===== src/rtl/crmsd_pkg.sv =====
// ----------------------------------------------------------------------------
// crmsd_pkg
// Shared types and constants of the coordinate RMSD block: beat payloads,
// the job handed from the accumulator to the divide/root engine, and the
// engine's state codes.
// ----------------------------------------------------------------------------
`default_nettype none

package crmsd_pkg;

  // Coordinate and result geometry
  localparam int COORD_W   = 24;
  localparam int MAX_ATOMS = 4096;
  localparam int CNT_W     = 13;
  localparam int SUM_W     = 64;
  localparam int RMSD_W    = 32;

  // Job queue between the accumulator and the divide/root engine
  localparam int JOB_DEPTH = 2;

  // Iteration counts of the engine
  localparam int DIV_STEPS  = SUM_W;
  localparam int ROOT_STEPS = SUM_W / 2;
  localparam int STEP_W     = $clog2(DIV_STEPS);

  typedef struct packed {
    logic signed [COORD_W-1:0] ref_x;
    logic signed [COORD_W-1:0] ref_y;
    logic signed [COORD_W-1:0] ref_z;
    logic signed [COORD_W-1:0] cmp_x;
    logic signed [COORD_W-1:0] cmp_y;
    logic signed [COORD_W-1:0] cmp_z;
    logic                      last_atom;
  } pair_t;

  typedef struct packed {
    logic [RMSD_W-1:0] rmsd;
    logic [CNT_W-1:0]  atoms_used;
    logic              overflow;
  } result_t;

  typedef struct packed {
    logic [SUM_W-1:0] sum;
    logic [CNT_W-1:0] count;
    logic             overflow;
  } job_t;

  typedef enum logic [1:0] {
    ENG_IDLE,
    ENG_DIVIDE,
    ENG_ROOT,
    ENG_HOLD
  } eng_state_t;

endpackage

`default_nettype wire


===== src/rtl/crmsd_front.sv =====
// ----------------------------------------------------------------------------
// crmsd_front
// Front end: accepts atom-pair beats one per cycle unless stalled, counts
// them, squares the coordinate differences in a short pipeline, folds them
// into a saturating sum. The pair marked last closes the set and pushes a job.
// ----------------------------------------------------------------------------
`default_nettype none

module crmsd_front (
  input  logic                clk,
  input  logic                rst,
  input  logic                pair_valid,
  output logic                pair_stall,
  input  crmsd_pkg::pair_t    pair,
  input  logic                q_full,
  output logic                push,
  output crmsd_pkg::job_t     job
);
  import crmsd_pkg::*;

  localparam int DIFF_W = COORD_W + 1;
  localparam int SQ_W   = 2 * COORD_W;
  localparam int D2_W   = SQ_W + 2;

  typedef struct packed {
    logic             last;
    logic             skip;
    logic             many;
    logic [CNT_W-1:0] cnt;
  } meta_t;

  // Set bookkeeping at the accept point
  logic [CNT_W-1:0] cnt;
  logic             many;
  logic             take;
  logic             enable;
  logic             at_max;
  meta_t            meta_in;

  // Pipeline stages
  logic             s1_valid, s2_valid, s3_valid;
  meta_t            s1_meta, s2_meta, s3_meta;
  logic [COORD_W-1:0] s1_mx, s1_my, s1_mz;
  logic [SQ_W-1:0]  s2_qx, s2_qy, s2_qz;
  logic [D2_W-1:0]  s3_d2;

  // Accumulator
  logic [SUM_W-1:0] sum;
  logic             sat_seen;
  logic [SUM_W:0]   sum_add;
  logic [SUM_W-1:0] sum_new;
  logic             sat_new;

  // Magnitudes of the differences
  logic signed [DIFF_W-1:0] dx, dy, dz;
  logic [COORD_W-1:0]       mx, my, mz;

  // Stall everything while a closing pair waits for queue room
  assign enable     = !(s3_valid && s3_meta.last && q_full);
  assign pair_stall = !enable;
  assign take       = pair_valid && enable;
  assign at_max     = (cnt == CNT_W'(MAX_ATOMS));

  always_comb begin
    meta_in.last = pair.last_atom;
    meta_in.skip = at_max;
    meta_in.many = many || at_max;
    meta_in.cnt  = at_max ? cnt : cnt + CNT_W'(1);
  end

  always_comb begin
    dx = DIFF_W'(pair.ref_x) - DIFF_W'(pair.cmp_x);
    dy = DIFF_W'(pair.ref_y) - DIFF_W'(pair.cmp_y);
    dz = DIFF_W'(pair.ref_z) - DIFF_W'(pair.cmp_z);
    mx = dx[DIFF_W-1] ? COORD_W'(-dx) : COORD_W'(dx);
    my = dy[DIFF_W-1] ? COORD_W'(-dy) : COORD_W'(dy);
    mz = dz[DIFF_W-1] ? COORD_W'(-dz) : COORD_W'(dz);
  end

  // Count pairs of the open set; clear on the closing beat
  always_ff @(posedge clk) begin
    if (rst) begin
      cnt  <= '0;
      many <= 1'b0;
    end else if (take) begin
      if (pair.last_atom) begin
        cnt  <= '0;
        many <= 1'b0;
      end else begin
        cnt  <= meta_in.cnt;
        many <= meta_in.many;
      end
    end
  end

  // Advance stage valids
  always_ff @(posedge clk) begin
    if (rst) begin
      s1_valid <= 1'b0;
      s2_valid <= 1'b0;
      s3_valid <= 1'b0;
    end else if (enable) begin
      s1_valid <= pair_valid;
      s2_valid <= s1_valid;
      s3_valid <= s2_valid;
    end
  end

  // Advance stage payloads: magnitudes, squares, distance
  always_ff @(posedge clk) begin
    if (enable) begin
      s1_meta <= meta_in;
      s1_mx   <= mx;
      s1_my   <= my;
      s1_mz   <= mz;
      s2_meta <= s1_meta;
      s2_qx   <= s1_mx * s1_mx;
      s2_qy   <= s1_my * s1_my;
      s2_qz   <= s1_mz * s1_mz;
      s3_meta <= s2_meta;
      s3_d2   <= D2_W'(s2_qx) + D2_W'(s2_qy) + D2_W'(s2_qz);
    end
  end

  // Saturating add of the distance into the running sum
  always_comb begin
    sum_add = (SUM_W + 1)'(sum) + (SUM_W + 1)'(s3_d2);
    if (s3_meta.skip) begin
      sum_new = sum;
      sat_new = sat_seen;
    end else if (sum_add[SUM_W]) begin
      sum_new = '1;
      sat_new = 1'b1;
    end else begin
      sum_new = sum_add[SUM_W-1:0];
      sat_new = sat_seen;
    end
  end

  always_ff @(posedge clk) begin
    if (rst) begin
      sum      <= '0;
      sat_seen <= 1'b0;
    end else if (enable && s3_valid) begin
      if (s3_meta.last) begin
        sum      <= '0;
        sat_seen <= 1'b0;
      end else begin
        sum      <= sum_new;
        sat_seen <= sat_new;
      end
    end
  end

  // Hand the closed set to the queue
  assign push         = enable && s3_valid && s3_meta.last;
  assign job.sum      = sum_new;
  assign job.count    = s3_meta.cnt;
  assign job.overflow = sat_new || s3_meta.many;

endmodule

`default_nettype wire


===== src/rtl/crmsd_queue.sv =====
// ----------------------------------------------------------------------------
// crmsd_queue
// Small job queue between the accumulator and the divide/root engine, so
// that each side stalls on its own.
// ----------------------------------------------------------------------------
`default_nettype none

module crmsd_queue (
  input  logic              clk,
  input  logic              rst,
  input  logic              push,
  input  crmsd_pkg::job_t   push_job,
  output logic              full,
  input  logic              pop,
  output logic              not_empty,
  output crmsd_pkg::job_t   head
);
  import crmsd_pkg::*;

  localparam int PTR_W = (JOB_DEPTH > 1) ? $clog2(JOB_DEPTH) : 1;
  localparam int OCC_W = $clog2(JOB_DEPTH + 1);

  job_t             slots [JOB_DEPTH];
  logic [PTR_W-1:0] wr_ptr, rd_ptr;
  logic [OCC_W-1:0] occ;
  logic             do_push, do_pop;

  assign full      = (occ == OCC_W'(JOB_DEPTH));
  assign not_empty = (occ != '0);
  assign do_push   = push && !full;
  assign do_pop    = pop && not_empty;
  assign head      = slots[rd_ptr];

  // Store pushed jobs
  always_ff @(posedge clk) begin
    if (do_push) begin
      slots[wr_ptr] <= push_job;
    end
  end

  // Move pointers and occupancy
  always_ff @(posedge clk) begin
    if (rst) begin
      wr_ptr <= '0;
      rd_ptr <= '0;
      occ    <= '0;
    end else begin
      if (do_push) begin
        wr_ptr <= (wr_ptr == PTR_W'(JOB_DEPTH - 1)) ? '0 : wr_ptr + PTR_W'(1);
      end
      if (do_pop) begin
        rd_ptr <= (rd_ptr == PTR_W'(JOB_DEPTH - 1)) ? '0 : rd_ptr + PTR_W'(1);
      end
      if (do_push && !do_pop) begin
        occ <= occ + OCC_W'(1);
      end else if (do_pop && !do_push) begin
        occ <= occ - OCC_W'(1);
      end
    end
  end

endmodule

`default_nettype wire


===== src/rtl/crmsd_back.sv =====
// ----------------------------------------------------------------------------
// crmsd_back
// Back end: takes one job at a time, divides the sum by the count one
// quotient bit a cycle, takes the floor square root two radicand bits a
// cycle, and holds the result in an output register.
// ----------------------------------------------------------------------------
`default_nettype none

module crmsd_back (
  input  logic                clk,
  input  logic                rst,
  input  logic                job_avail,
  input  crmsd_pkg::job_t     job,
  output logic                pop,
  output logic                result_valid,
  input  logic                result_stall,
  output crmsd_pkg::result_t  result
);
  import crmsd_pkg::*;

  localparam int REM_W = RMSD_W + 2;

  eng_state_t        state, state_next;
  logic [STEP_W-1:0] step;
  logic [SUM_W-1:0]  acc;
  logic [REM_W-1:0]  rem;
  logic [RMSD_W-1:0] root;
  logic [CNT_W-1:0]  divisor;
  logic              ovf;
  logic              load_out;
  logic              out_free;

  // One divide step
  logic [CNT_W:0]    div_sh;
  logic              div_ge;
  logic [CNT_W:0]    div_rem;

  // One root step
  logic [REM_W:0]    rt_sh;
  logic [REM_W:0]    rt_trial;
  logic              rt_ge;
  logic [REM_W:0]    rt_rem;

  assign out_free = !result_valid || !result_stall;

  always_comb begin
    div_sh  = {rem[CNT_W-1:0], acc[SUM_W-1]};
    div_ge  = (div_sh >= {1'b0, divisor});
    div_rem = div_ge ? div_sh - {1'b0, divisor} : div_sh;
  end

  always_comb begin
    rt_sh    = {rem[REM_W-2:0], acc[SUM_W-1:SUM_W-2]};
    rt_trial = {1'b0, root, 2'b01};
    rt_ge    = (rt_sh >= rt_trial);
    rt_rem   = rt_ge ? rt_sh - rt_trial : rt_sh;
  end

  // Sequence the engine
  always_comb begin
    state_next = state;
    pop        = 1'b0;
    load_out   = 1'b0;
    case (state)
      ENG_IDLE: begin
        if (job_avail) begin
          pop        = 1'b1;
          state_next = ENG_DIVIDE;
        end
      end
      ENG_DIVIDE: begin
        if (step == STEP_W'(DIV_STEPS - 1)) begin
          state_next = ENG_ROOT;
        end
      end
      ENG_ROOT: begin
        if (step == STEP_W'(ROOT_STEPS - 1)) begin
          state_next = ENG_HOLD;
        end
      end
      ENG_HOLD: begin
        if (out_free) begin
          load_out   = 1'b1;
          state_next = ENG_IDLE;
        end
      end
      default: state_next = ENG_IDLE;
    endcase
  end

  always_ff @(posedge clk) begin
    if (rst) begin
      state <= ENG_IDLE;
    end else begin
      state <= state_next;
    end
  end

  // Iterate the shared shift register, remainder and root
  always_ff @(posedge clk) begin
    case (state)
      ENG_IDLE: begin
        acc     <= (job.count == '0) ? '0 : job.sum;
        divisor <= job.count;
        ovf     <= job.overflow;
        rem     <= '0;
        root    <= '0;
        step    <= '0;
      end
      ENG_DIVIDE: begin
        acc <= {acc[SUM_W-2:0], div_ge};
        if (step == STEP_W'(DIV_STEPS - 1)) begin
          rem  <= '0;
          step <= '0;
        end else begin
          rem  <= REM_W'(div_rem);
          step <= step + STEP_W'(1);
        end
      end
      ENG_ROOT: begin
        acc  <= {acc[SUM_W-3:0], 2'b00};
        rem  <= rt_rem[REM_W-1:0];
        root <= {root[RMSD_W-2:0], rt_ge};
        step <= step + STEP_W'(1);
      end
      default: begin
        step <= '0;
      end
    endcase
  end

  // Hold the result until the receiver takes the beat
  always_ff @(posedge clk) begin
    if (rst) begin
      result_valid <= 1'b0;
    end else if (load_out) begin
      result_valid <= 1'b1;
    end else if (!result_stall) begin
      result_valid <= 1'b0;
    end
  end

  always_ff @(posedge clk) begin
    if (load_out) begin
      result.rmsd       <= root;
      result.atoms_used <= divisor;
      result.overflow   <= ovf;
    end
  end

endmodule

`default_nettype wire


===== src/rtl/coordinate_rmsd.sv =====
// ----------------------------------------------------------------------------
// coordinate_rmsd
// Root-mean-square deviation of two streamed 3D structures in Q11.12.
// ----------------------------------------------------------------------------
// Usage:
//   The pair channel carries one atom pair per beat (pair_valid / pair_stall);
//   last_atom closes the set. The result channel (result_valid /
//   result_stall) carries one beat per set: rmsd in Q20.12, atoms_used and
//   overflow. Pairs beyond 4096 in a set are dropped and flag overflow.
//   Throughput: one pair per cycle while the job queue has room. The
//   accumulator pipeline registers the magnitudes, squares and distance
//   before writing the job queue; the back end then loads the job, runs
//   the divide (one quotient bit a cycle) and the square root (two
//   radicand bits a cycle) and loads the output register, which raises
//   result_valid. The back end handles one set at a time, so short sets
//   arriving faster than it finishes them fill the two-entry queue and
//   then pair_stall rises until the engine frees a slot.
//   A stalled result holds its value and blocks the engine from loading the
//   next one; accumulation goes on until the queue fills.
//   Synchronous reset clears the open set, the queue and the output valid.
// ----------------------------------------------------------------------------
`default_nettype none

module coordinate_rmsd (
  input  logic                clk,
  input  logic                rst,
  input  logic                pair_valid,
  output logic                pair_stall,
  input  crmsd_pkg::pair_t    pair,
  output logic                result_valid,
  input  logic                result_stall,
  output crmsd_pkg::result_t  result
);
  import crmsd_pkg::*;

  logic q_full;
  logic q_push;
  job_t q_in;
  logic q_pop;
  logic q_avail;
  job_t q_head;

  crmsd_front u_front (
    .clk        (clk),
    .rst        (rst),
    .pair_valid (pair_valid),
    .pair_stall (pair_stall),
    .pair       (pair),
    .q_full     (q_full),
    .push       (q_push),
    .job        (q_in)
  );

  crmsd_queue u_queue (
    .clk       (clk),
    .rst       (rst),
    .push      (q_push),
    .push_job  (q_in),
    .full      (q_full),
    .pop       (q_pop),
    .not_empty (q_avail),
    .head      (q_head)
  );

  crmsd_back u_back (
    .clk          (clk),
    .rst          (rst),
    .job_avail    (q_avail),
    .job          (q_head),
    .pop          (q_pop),
    .result_valid (result_valid),
    .result_stall (result_stall),
    .result       (result)
  );

endmodule

`default_nettype wire


===== config.mk =====
export PLATFORM = sky130hd
export DESIGN_NAME = coordinate_rmsd
export DESIGN_NICKNAME = d
export VERILOG_FILES = /design/src/rtl/crmsd_pkg.sv /design/src/rtl/crmsd_front.sv /design/src/rtl/crmsd_queue.sv /design/src/rtl/crmsd_back.sv /design/src/rtl/coordinate_rmsd.sv
export SDC_FILE = /design/constraint.sdc
export NUM_CORES = 2
export LEC_CHECK = 0
export ABC_AREA = 1
export BUFFER_PORTS_ARGS = -buffer_cell sky130_fd_sc_hd__buf_2
export CAP_MARGIN = 30
export CELL_PAD_IN_SITES_DETAIL_PLACEMENT = 1
export CELL_PAD_IN_SITES_GLOBAL_PLACEMENT = 2
export CORE_AREA = 2 2 464 581
export DETAILED_ROUTE_END_ITERATION = 6
export DIE_AREA = 0 0 466 583
export PLACE_DENSITY_LB_ADDON = 0.05
export RECOVER_POWER = 50
export SLEW_MARGIN = 10
export SYNTH_ARGS = -nofsm -noshare
export SYNTH_HDL_FRONTEND = slang
export SYNTH_HIERARCHICAL = 1
export SYNTH_SLANG_ARGS = --single-unit

===== constraint.sdc =====
create_clock -name clk -period 12.6 [get_ports clk]
set_input_delay 3.78 -clock clk [delete_from_list [all_inputs] [get_ports clk]]
set_output_delay 3.78 -clock clk [all_outputs]
set_load 0.1 [all_outputs]

==> flow_summary.ini <==
[layout]
fin_nets = 14400
synthToLayoutAreaGrowth_pct = 8.13
stdcell_area_sq_mm = 0.106
drive_above_1_share_pct = 5.19

[clocking]
clk_pin_slew_worst_paths_ns = 0.07
cts_buffers = 90
ctsResizeCount = 0
max-clock-path-buffers = 3
clockRootBuffer = clkbuf_16
clk_latency_ns = 0.73
cts-htree-levels = 3
ctsHoldBuffers = 0
cts_setup_buffers = 0
cts_tree = built
clock-sinks = 752

[synthesis]
synth_seq_area_share_pct = 22.0
synth_top_cell_by_area = fa_1
ys_seq_elements = 752
ys.flop_type = edfxtp_1
ys_async_sr_fraction_pct = 0
synthesis.area_sq_mm = 0.0982
synth_edf_count = 656
synth.top_cell.area_share_pct = 26.9
synth_cells = 12000
synth_cell_type_count = 63
avgSynthCellArea_sq_um = 8.16
synth_top_cells_by_count = 3,173 x inv_1, 2,910 x nand2_1, 1,320 x fa_1
netlist_top_cells_area = fa_1 27%, edfxtp_1 20%, inv_1 12%, nand2_1 11%, ha_1 9.6%
ys_warn_count = 6
yosysMostFrequentCell = inv_1

[timing]
layout_setup_ws_ns = 4.22
min_period_ns = 8.38
grt_setup_unrepaired = no
finalHoldViolations = 0
setup_viol = 0
clock_skew_ns = 0.0487
hold_ws_ns = 0.415
max_freq_mhz = 119
setup_tns_ns = 0
maxSlewViolCount = 708
final.period_utilization_pct = 66.5
slew_headroom_pct = -159
worst_slew_pin_slew_ns = 3.89

[die]
coreArea_sq_mm = 0.266
rows = 212
die-area_sq_mm = 0.272
num_io_pins = 197
die_h_microns = 583
start_util_pct = 36.9
die_x_microns = 466

[setup_path]
cp_slowest_cell = clkbuf_2
cp.required_ns = 12.81
rr_worst_depth = 3
path_max_fanout = 142
criticalPathCategory = register to register
path_cells = nand3_1 -> clkbuf_1 -> clkbuf_2
cp.depth = 3
arrival_ns = 8.59
end_kind = register
cp.buffers_inverters = 2
start_kind = register
slowest_delay_ns = 2.83
path_delay_family = buffers and inverters
rrSetupSlack_ns = 4.22

[drt]
first_pass_iters = 7
vias = 75900
wl_mm = 305
viasPerCell = 4.82
drc = 0
drt-wirelength-per-cell_microns = 19.3
drt_iter0_drc = 2701
postRouteAntennaNets = 0

[placed_design]
place_area_sq_mm = 0.103
dp_slack_ns = 5.24
dp.final_hpwl_mm = 254
gp_congestion = 0.917
numPortBuffers = 196

[global_routing]
grt_pass1_wl_mm = 486
grt_max_degree = 143
grt_pass1_vias = 86500
groute.usage.overall_pct = 22.9
antenna_found_initial = 1
grt_overflow_total = 0

[outcome]
failed_checks = capacitance limit, slew limit
status = finished with violations

[hold_path]
hold_class = register to register
hold_depth = 0

[job]
drv_cap = 14
==> cell type report <==
class,instances,area [sq um]
Fill cell,32100,160000
Multi-Input combinational cell,7820,63400
Sequential cell,752,21600
Inverter,3191,12000
Tap cell,3531,4420
Clock buffer,112,2380
Timing Repair Buffer,297,1770
Clock inverter,55,624
Antenna cell,1,2.50
==> through the flow <==
step | util (%) | cells
detailed placement | 38.8 | 15600
global placement | 38.8 | 15600
global route | 39.9 | 15800
CTS | 39.9 | 15800
floorplan | - | 12000
finish | 39.9 | 15800
==> worst paths after layout <==
| kind | from | end |
|---|---|---|
| worst min register to register | u_front/s1_meta[13] | u_front/s2_meta[13] |
| worst min-delay path | u_front/s1_meta[13] | u_front/s2_meta[13] |
| worst max register to register | u_front/s3_meta[15] | u_front/s1_mz[21] |
| worst max-delay path | u_front/s3_meta[15] | u_front/s1_mz[21] |
==> cells by family after synthesis <==
logic type | count (synthesis) | synth area share (%)
AOI/OAI and AO/OA | 1038 | 6.13
xor gates and xnor gates | 326 | 2.94
adders and majority gates | 2076 | 36.6
buffers and inverters | 3454 | 13.4
DFF | 752 | 22.0
muxes | 78 | 0.971
other | 1 | 0.00382
and+or+nand+nor | 4299 | 18.0
==> worst register-to-register path: stages, from the launching register on <==
cell,delay (ns)
edfxtp_1,0.45
nand3_1,1.68
clkbuf_1,2.48
clkbuf_2,2.90
==> flip-flops by register name (all words and copies together) (netlist names), 32 cells and up, named ones only <==
register	count
u_queue/slots	156
u_back/acc	64
u_front/sum	64
u_front/s3_d2	50
u_front/s2_qx	47
u_front/s2_qy	47
u_front/s2_qz	47
u_back/result	46
u_back/rem	33
u_back/root	32
==> per-layer routing <==
| metal | global-route usage, % | share of wire [%] |
|---|---|---|
| met1 | 26.8 | 41 |
| met2 | 44.8 | 55 |
| met3 | 1.43 | 1.6 |
| met4 | 5.16 | 2.4 |
| met5 | 0 | 0 |
==> placed cells by master (no fill, tap or decap), types with 64 or more instances in the layout <==
master and n:
inv_1 3170, nand2_1 2916, fa_1 1320, ha_1 756, edfxtp_1 656, nor2_1 652, a21oi_1 451, nand3_1 362
o21ai_0 233, buf_2 195, xor2_1 177, xnor2_1 146, nand4_1 101, dfxtp_1 96, clkbuf_16 90, buf_4 82
a22oi_1 64
Power is not shown: default switching activity piles up to over one toggle a cycle in this logic, so the estimate is an artifact.
